## config.mk

```make
export PLATFORM = sky130hd
export DESIGN_NAME = tpi_div
export DESIGN_NICKNAME = d
export VERILOG_FILES = /design/src/rtl/core/tpi_pkg.sv /design/src/rtl/core/tpi_div.sv
export SDC_FILE = /design/constraint.sdc
export NUM_CORES = 1
export LEC_CHECK = 0
export BUFFER_PORTS_ARGS = -buffer_cell sky130_fd_sc_hd__buf_4
export CAP_MARGIN = 5
export CORE_AREA = 2 2 181 183
export CTS_BUF_LIST = sky130_fd_sc_hd__clkbuf_8
export CTS_CLUSTER_SIZE = 16
export DETAILED_ROUTE_END_ITERATION = 10
export DIE_AREA = 0 0 183 185
export PLACE_DENSITY_LB_ADDON = 0.08
export SLEW_MARGIN = 5
export SYNTH_ARGS = -nofsm -noshare
export SYNTH_HDL_FRONTEND = slang
export SYNTH_SLANG_ARGS = --single-unit
```

## constraint.sdc

```tcl
create_clock -name clk -period 3.8 [get_ports clk]
set_input_delay 0.76 -clock clk [delete_from_list [all_inputs] [get_ports clk]]
set_output_delay 0.76 -clock clk [all_outputs]
set_load 0.03 [all_outputs]
```

## src/rtl/core/tpi_pkg.sv

```systemverilog
`timescale 1ns / 1ps
// Shared types and constants for the trajectory playback interpolator.
// No dependencies.
package tpi_pkg;

  localparam logic REQ_LOAD  = 1'b0;
  localparam logic REQ_QUERY = 1'b1;

  localparam logic REG_POINT_COUNT = 1'b0;
  localparam logic REG_JOINT_COUNT = 1'b1;

  localparam int CFG_WIDTH   = 11;
  localparam int PC_WIDTH    = 11;
  localparam int JC_WIDTH    = 4;
  localparam int VAL_WIDTH   = 32;
  localparam int NUM_WIDTH   = 65;
  localparam int QUO_WIDTH   = 33;
  localparam int STEP_WIDTH  = 7;

  typedef enum logic [3:0] {
    S_IDLE, S_FRD, S_FCK, S_BRD, S_BCK, S_JRA, S_JRB, S_JWB,
    S_PREP, S_MUL, S_DIV, S_DWAIT, S_EMIT
  } state_t;

endpackage

```

## src/rtl/core/tpi_div.sv

```systemverilog
`timescale 1ns / 1ps
// Restoring divider, one quotient bit per cycle, for the blend fraction.
// Uses tpi_pkg.
module tpi_div (
  input  logic                           clk,
  input  logic                           rst,
  input  logic                           go,
  input  logic [tpi_pkg::NUM_WIDTH-1:0]  num,
  input  logic [tpi_pkg::VAL_WIDTH-1:0]  den,
  output logic                           done,
  output logic [tpi_pkg::QUO_WIDTH-1:0]  quo
);

  logic [tpi_pkg::NUM_WIDTH-1:0]  acc;
  logic [tpi_pkg::VAL_WIDTH-1:0]  rem;
  logic [tpi_pkg::VAL_WIDTH-1:0]  dvs;
  logic [tpi_pkg::STEP_WIDTH-1:0] cnt;
  logic                           run;
  logic [tpi_pkg::VAL_WIDTH:0]    rem_sh;
  logic                           ge;

  assign rem_sh = {rem, acc[tpi_pkg::NUM_WIDTH-1]};
  assign ge     = rem_sh >= {1'b0, dvs};
  assign quo    = acc[tpi_pkg::QUO_WIDTH-1:0];

  always_ff @(posedge clk) begin
    if (rst) begin
      run  <= 1'b0;
      done <= 1'b0;
      cnt  <= '0;
    end else begin
      done <= 1'b0;
      if (go) begin
        run <= 1'b1;
        cnt <= '0;
      end else if (run) begin
        cnt <= cnt + 1'b1;
        if (cnt == tpi_pkg::STEP_WIDTH'(tpi_pkg::NUM_WIDTH - 1)) begin
          run  <= 1'b0;
          done <= 1'b1;
        end
      end
    end
  end

  always_ff @(posedge clk) begin
    if (go) begin
      acc <= num;
      rem <= '0;
      dvs <= den;
    end else if (run) begin
      // shift in next numerator bit, subtract where it fits
      rem <= ge ? tpi_pkg::VAL_WIDTH'(rem_sh - {1'b0, dvs}) : rem_sh[tpi_pkg::VAL_WIDTH-1:0];
      acc <= {acc[tpi_pkg::NUM_WIDTH-2:0], ge};
    end
  end

endmodule

```

# Word-level counts from Yosys, hierarchy flattened
# Cells that the tools add are included.
totals:
  reg_bits: 138
  input_bits: 100
  out_inout_bits: 34
  elab_cells: 21
op_classes:
  addsub: 2
  n_lt_le_gt_ge: 1
  eq_ne: 1
  muxes: 7
  bitwise_logic: 1
  n_reduce_logical: 3
op_table:
  columns: ["operator", "count"]
  rows:
  - ["$mux 65", 2]
  - ["$ge 33x32->1", 1]
  - ["$mux 32", 1]
  - ["$sub 32x32->32", 1]
  - ["$add 7x1->7 const B", 1]
  - ["$eq 7x7->1 const B", 1]
  - ["$mux 1", 4]
  - ["$reduce_or 3->1", 1]
  - ["$reduce_bool 2->1", 1]
  - ["$reduce_or 2->1", 1]
  - ["$not 1->1", 1]

# Depth between registers and ports, before layout
# Gate-level depths: netlist of the first run.
logic_depth:
  ltp_word: 4
  mapped_depth: 12
  ltp_nobuf: 10

# Worst setup path after synthesis of the first run
# No wires, ideal clock.
synth_path:
  path_type: "in2reg"
  start: "in go"
  end: "reg acc[0] (netlist bit), enable pin"
  setup_time_ps: 419
  arrival_time_ps: 2618
  required_ps: 3381
  path_slack_ps: 763
  cell_stages: 4
  path_buffers: 2
  path_cell_list: "clkbuf_1 nor2_1 clkbuf_1 inv_1"
synth_via:
  elab_chain_len: 1
synth_lines:
  columns: ["item", "line_no", "source"]
  rows:
  - ["from (decl)", "tpi_div.sv:7", "input logic go,"]
  - ["$reduce_bool 2->1 (no source line)", null, null]
  - ["to (signal assigned)", "tpi_div.sv:48", "acc <= num;"]
  - ["to (signal assigned)", "tpi_div.sv:54", "acc <= {acc[tpi_pkg::NUM_WIDTH-2:0], ge};"]
  - ["to (decl)", "tpi_div.sv:14", "logic [tpi_pkg::NUM_WIDTH-1:0] acc;"]
# Every way passes these cells.
# A chain may end at the register's enable or synchronous reset.

# Worst setup path after layout of the first run
layout_path:
  start: "reg dvs[12] (netlist bit)"
  end: "reg rem[29] (netlist bit)"
layout_via:
  elab_chain_len: 2
  elab_cells_between_ends: 3
  classes_between: "add/sub (1); order compare (1); mux (1)"
layout_lines:
  columns: ["item", "line_no", "source"]
  rows:
  - ["from (decl)", "tpi_div.sv:16", "logic [tpi_pkg::VAL_WIDTH-1:0] dvs;"]
  - ["from (signal assigned)", "tpi_div.sv:50", "dvs <= den;"]
  - ["$sub 32x32->32 or $ge 33x32->1 (tied branches)", "tpi_div.sv:53, tpi_div.sv:23", null]
  - ["$mux 32 *", "tpi_div.sv:53", "rem <= ge ? tpi_pkg::VAL_WIDTH'(rem_sh - {1'b0, dvs}) : rem_sh[tpi_pkg::VAL_WIDTH-1:0];"]
  - ["to (signal assigned)", "tpi_div.sv:53", null]
  - ["to (decl)", "tpi_div.sv:15", "logic [tpi_pkg::VAL_WIDTH-1:0] rem;"]
# Mark *: on every way between the ends. The rest lies on a longest branch, timed or not.

==> results.py, run 1 <==
metrics = {
    "worst_setup_path": {
        "worst-endpoint-required_ps": 4120,
        "r2r_cells": 10,
        "crit_fanout": 20,
        "cp.arrival_ps": 3390,
        "startpoint_type": "flop",
        "worstReg2RegEnd": "rem[29]",
        "path_class": "flop to flop",
        "r2r_slack_ps": 730,
        "reg2reg_from": "dvs[12]",
        "crit_path_end_kind": "flop",
    },
    "place": {
        "port_buffers": 133,
        "place_congestion": 0.813,
        "placed_area_mm2": 0.00906,
        "post-place-ws_ps": 754,
        "dpl.cell_count": 1214,
        "hpwl_um": 15500,
    },
    "synthesis": {
        "synth_warnings": 0,
        "synth_edf_count": 97,
        "ys_seq_area_share_pct": 47.5,
        "ys_types": 74,
        "ys_async_sr_fraction_pct": 0,
        "syn-cell-area_mm2": 0.00786,
        "syn_avg_cell_area_um2": 10.7,
        "yosysTopAreaCell": "edfxtp_1",
        "synth_top_flop_cell": "edfxtp_1",
        "synth_cells": 732,
        "synth_top_area_share_pct": 37.1,
        "syn-num-nets": 867,
        "ys_ff_latch": 138,
        "ys_top_cells_by_area": "edfxtp_1, dfxtp_1, mux2_2, ha_1, buf_4",
    },
    "global_routing": {
        "grt_max_degree": 72,
        "antenna_found_initial": 1,
        "grt_pass1_vias": 6091,
        "track_usage_pct": 13.1,
        "grt_pass1_wl_um": 34100,
        "overflow": 0,
    },
    "die": {
        "core_area_mm2": 0.0320,
        "initial_core_util_pct": 24.5,
        "die_area_mm2": 0.0339,
        "dieWidth_um": 183,
        "io_pins": 134,
        "die_h_um": 185,
        "fp-row-count": 66,
    },
    "worst_hold_path": {
        "holdPathEnd": "run",
        "worstHoldStart": "rst",
        "hold_depth": 2,
        "hold_class": "primary input to flop",
    },
    "drt": {
        "routed_via_density": 4.70,
        "first_iter_violations": 358,
        "routed_wl_um": 21500,
        "drc": 0,
        "firstDrtPassIters": 4,
        "dr_total_vias": 5858,
        "drt-wirelength-per-cell_um": 17.2,
        "ant_nets": 0,
    },
    "sta": {
        "layout_min_cycle_time_ps": 3070,
        "hold_slack_ps": 463,
        "worstMarginPinSlew_ps": 837,
        "setup_ws_ps": 733,
        "setup_viol_count_final": 0,
        "tns_ps": 0,
        "finalMaxSlewViolations": 0,
        "finalHoldViolations": 0,
        "clock.fmax_mhz": 326,
        "rsz0062_at_grt": "no",
        "fin_worst_skew_ps": 22.3,
        "max-slew-margin-rel_pct": 44.2,
        "fin_crit_sh_pct": 80.7,
    },
    "cts": {
        "cts_max_path_buffers": 2,
        "cts_tree": "built",
        "post_cts.repair.setup_buffers": 0,
        "clock_latency_ps": 460,
        "hold_buffers": 0,
        "clock_tree.root_cell": "clkbuf_8",
        "cts_buffers": 17,
        "cts.clk_slew.worst_paths_ps": 90,
        "cts_max_level": 4,
        "cts.sinks": 138,
        "cts_resized": 0,
    },
    "layout": {
        "area_growth_pct": 20.2,
        "final_cell_mix": "buf_4, edfxtp_1, mux2_2, nand2_1, inv_1",
        "final_common_cell": "buf_4",
        "fin_cells": 1247,
        "drive_gt1_share_pct": 30.3,
        "nNetsFinal": 960,
        "finalInstanceArea_mm2": 0.00945,
        "n_fill_cell": 3369,
    },
    "outcome": {
        "status": "completed",
    },
    "pwr": {
        "cellLeakagePower_nw": 3.77,
        "pwr_density_cell_mw_per_mm2": 399,
        "ir_drop_v": 0.000195,
    },
    "job": {
        "cap_violations": 0,
    },
}
[worst max path at each step]
stage	cells past startpoint	to	start	slack, ps
global placement	10	rem[22]	dvs[12]	800
finish	10	rem[29]	dvs[12]	730
CTS	10	rem[29]	dvs[12]	720
detailed placement	10	rem[29]	dvs[12]	750
global route	10	rem[19]	dvs[12]	430
floorplan	4	acc[0]	go	760
[layer usage]
metal / GRT usage [%] / vias to the layer above / wire length, um
met5: 0 / - / 0
met4: 3.87 / 0 / 314
met3: 5.17 / 16 / 1660
met2: 20.6 / 145 / 9710
met1: 16.5 / 2813 / 9820
li1: - / 2884 / -
[synthesized netlist by cell type (all sizes together) (3+ instances only)]
cell and number:
a21oi 34, xor2 14, clkbuf 17, nor4 8
a31o 4, inv 47, o21a 6, nor2 43
a311oi 5, nor3 12, o21ai 39, dfxtp 41
o311ai 3, a32oi 8, nand2 57, o211ai 7
nand4b 5, xnor2 10, buf 51, ha 34
o21bai 4, a41oi 3, mux2 64, nor3b 6
or2 3, nand2b 3, a211oi 11, edfxtp 97
a21o 7, nand4 13, a31oi 5, nand3 13
mux2i 12, nor2b 4, or4 3, or3 6
[cell type report]
type / instances / area (um^2) / area share, %
clock inverter: 15 / 151 / 1.60
tap: 408 / 510 / 5.40
sequential: 138 / 3730 / 39.5
antenna: 1 / 2.50 / 0.0265
clock buffer: 17 / 234 / 2.48
multi-input combinational: 479 / 3550 / 37.6
timing repair buffer: 142 / 1090 / 11.5
inverter: 47 / 176 / 1.87
[critical path, stage by stage, from the launching register on]
cell and delay (ps):
edfxtp_1 330, inv_1 40, ha_1 400, a21oi_1 230
o21ai_0 130, o21ai_1 410, a31oi_2 190, o32ai_4 500
buf_12 250, nand2b_1 300, o211ai_1 140
[power breakdown]
part	internal, mW	switching (mW)
Sequential	1.75	0.0558
Clock	0.586	0.657
Combinational	0.315	0.410
[cells by family (layout without fill, tap and decap cells)]
family | Yosys count | count (layout) | share of synthesized area, %
AOI/OAI and AO/OA | 158 | 158 | 14.0
xor gates and xnor gates | 24 | 24 | 2.67
adders and majority gates | 35 | 35 | 5.67
buffers and inverters | 115 | 221 | 7.51
DFF | 138 | 138 | 47.5
muxes | 76 | 76 | 10.7
other | 0 | 1 | 0
and+or+nand+nor | 186 | 186 | 11.9
[sequential cells by signal (all words and copies together) (netlist names)]
| register | flops |
|---|---|
| acc | 65 |
| cnt | 7 |
| done | 1 |
| dvs | 32 |
| rem | 32 |
| run | 1 |
[metrics by stage]
stage	util [%]	total power, mW
6_report	29.5	3.77
4_1_cts	29.5	3.86
3_5_place_dp	28.3	2.57
3_3_place_gp	28.3	2.57
2_1_floorplan	-	2.34
5_1_grt	29.5	3.99
Power figures use the tool's default switching activity.
==> inputs of run 2 (changes only) <==
- clock period: 3.8 -> 2.85 ns (I/O delays scaled with it)
==> run 2 against run 1 <==
Sequential power increased by 34%. Wire length increased by 6.5%. Clock-buffer cell count is the same. Largest power group unchanged.
==> results.py, run 2 (synthesized netlist as in run 1, its figures left out) <==
metrics = {
    "cts": {
        "cts.sinks": 138,
        "cts.clk_slew.worst_paths_ps": 100,
        "hold_buffers": 0,
        "clock_tree.root_cell": "clkbuf_8",
        "cts_max_level": 4,
        "clock_latency_ps": 460,
        "cts_tree": "built",
        "cts_max_path_buffers": 2,
        "cts_buffers": 17,
    },
    "job": {
        "cap_violations": 0,
    },
    "worst_setup_path": {
        "worst-endpoint-required_ps": 3260,
        "path_class": "flop to flop",
        "cp_cell_sequence": "ha_2, and3_1, and4_1, nand4_1, o2111ai_2, o32ai_4, buf_6, buf_12, buf_4, or4b_1, nand3_1",
        "critPathTopFamily": "simple AND/OR/NAND/NOR gates",
        "critPathMaxStageDelay_ps": 530,
        "startpoint_type": "flop",
        "slowest_stage": "or4b_1",
        "crit_fanout": 7,
        "crit_path_end_kind": "flop",
        "critPathBufInv": 3,
        "cp.arrival_ps": 3170,
    },
    "sta": {
        "hold_slack_ps": 272,
        "setup_viol_count_final": 0,
        "finalMaxSlewViolations": 0,
        "fin_worst_skew_ps": 22.9,
        "finalHoldViolations": 0,
        "fin_crit_sh_pct": 96.8,
        "max-slew-margin-rel_pct": 47.9,
        "worstMarginPinSlew_ps": 773,
        "layout_min_cycle_time_ps": 2760,
        "clock.fmax_mhz": 362,
    },
    "drt": {
        "dr_total_vias": 6179,
        "drc": 0,
        "first_iter_violations": 273,
        "routed_wl_um": 22900,
        "routed_via_density": 4.70,
        "drt-wirelength-per-cell_um": 17.4,
        "ant_nets": 0,
        "firstDrtPassIters": 5,
    },
    "pwr": {
        "ir_drop_v": 0.000302,
        "cellLeakagePower_nw": 4.12,
        "p_int_mw": 3.72,
        "pwr_density_cell_mw_per_mm2": 516,
        "seq_power_share_pct": 45.7,
        "swShare_pct": 29.4,
        "p_sw_mw": 1.55,
        "comb_power_share_pct": 21.1,
        "clockPowerShare_pct": 33.2,
    },
    "layout": {
        "fin_util_pct": 31.8,
        "seqCellArea_mm2": 0.00373,
        "largestRegisters": "acc (65), dvs (32), rem (32)",
        "largest_reg_flops": 65,
        "nNetsFinal": 1029,
        "antenna_cells": 0,
        "final_common_cell": "buf_4",
        "n_fill_cell": 3289,
        "multiInputGateArea_mm2": 0.00369,
        "max_flop_register": "acc",
        "drive_gt1_share_pct": 38.1,
        "final_cell_mix": "buf_4, edfxtp_1, mux2_2, nand2_1, inv_1",
        "area_growth_pct": 29.7,
    },
    "global_routing": {
        "antenna_found_initial": 0,
        "grt_pass1_wl_um": 35800,
        "track_usage_pct": 13.7,
        "overflow": 0,
        "grt_max_degree": 66,
        "grt_pass1_vias": 6421,
    },
    "die": {
        "fp-row-count": 66,
        "die_h_um": 185,
        "core_area_mm2": 0.0320,
        "dieWidth_um": 183,
        "initial_core_util_pct": 24.5,
        "die_area_mm2": 0.0339,
        "io_pins": 134,
    },
    "place": {
        "port_buffers": 133,
        "place_congestion": 0.825,
        "hpwl_um": 17000,
    },
    "worst_hold_path": {
        "hold_class": "primary input to flop",
    },
    "outcome": {
        "status": "completed",
    },
}
[run 2: per-layer routing]
| metal | vias up | GRT usage, % | share of wire [%] |
|---|---|---|---|
| met1 | 2970 | 17.1 | 44 |
| met5 | - | 0 | 0 |
| met3 | 23 | 4.94 | 7.2 |
| li1 | 3016 | - | - |
| met2 | 170 | 22.1 | 47 |
| met4 | 0 | 4.61 | 1.9 |
[run 2: power groups by stage]
stage | clock, mW | sequential [mW] | combinational, mW
5_1_grt | 1.90 | 2.43 | 1.22
4_1_cts | 1.84 | 2.41 | 1.10
2_1_floorplan | 0 | 2.42 | 0.703
3_5_place_dp | 0 | 2.45 | 1.09
3_3_place_gp | 0 | 2.45 | 1.09
6_report | 1.75 | 2.41 | 1.11
[run 2: layout make-up]
| cell class | instances | share of cell area (%) |
|---|---|---|
| Timing Repair Buffer | 211 | 16.5 |
| Multi-Input combinational cell | 479 | 36.2 |
| Inverter | 47 | 1.73 |
| Clock inverter | 15 | 1.71 |
| Sequential cell | 138 | 36.6 |
| Tap cell | 408 | 5.01 |
| Clock buffer | 17 | 2.29 |
[run 2: what timing repair did]
item | in CTS | in global routing
setup buffers | 0 | 10
endpoints found under the setup margin | 4 | 22
gates resized for setup | 3 | 31
pin swaps | 0 | 5
[run 2: worst paths after layout]
kind	cells after the start	slack [ps]	startpoint	end
worst max-delay path	11	90	rem[24]	rem[21]
worst min-delay path	2	270	rst	run
worst max register to register	11	90	rem[24]	rem[21]
worst min register to register	2	500	cnt[6]	cnt[6]
[run 2: worst reg2reg max path, stage by stage (launching register included)]
cell and delay (ps):
dfxtp_1 380, ha_2 420, and3_1 230, and4_1 240, nand4_1 120, o2111ai_2 130, o32ai_4 160, buf_6 150
buf_12 130, buf_4 130, or4b_1 530, nand3_1 90
[run 2: stage by stage]
step / worst slack (ps) / power (mW) / TNS [ps] / area (um^2) / instances
global placement: 47.9 / 3.54 / 0 / 9570 / 1273
detailed placement: -5.22 / 3.54 / -5.22 / 9570 / 1273
finish: 90.2 / 5.27 / 0 / 10200 / 1315
floorplan: 3.03 / 3.12 / 0 / 7860 / 732
CTS: 22.7 / 5.35 / 0 / 9980 / 1305
global route: -12.0 / 5.55 / -12.0 / 10200 / 1315
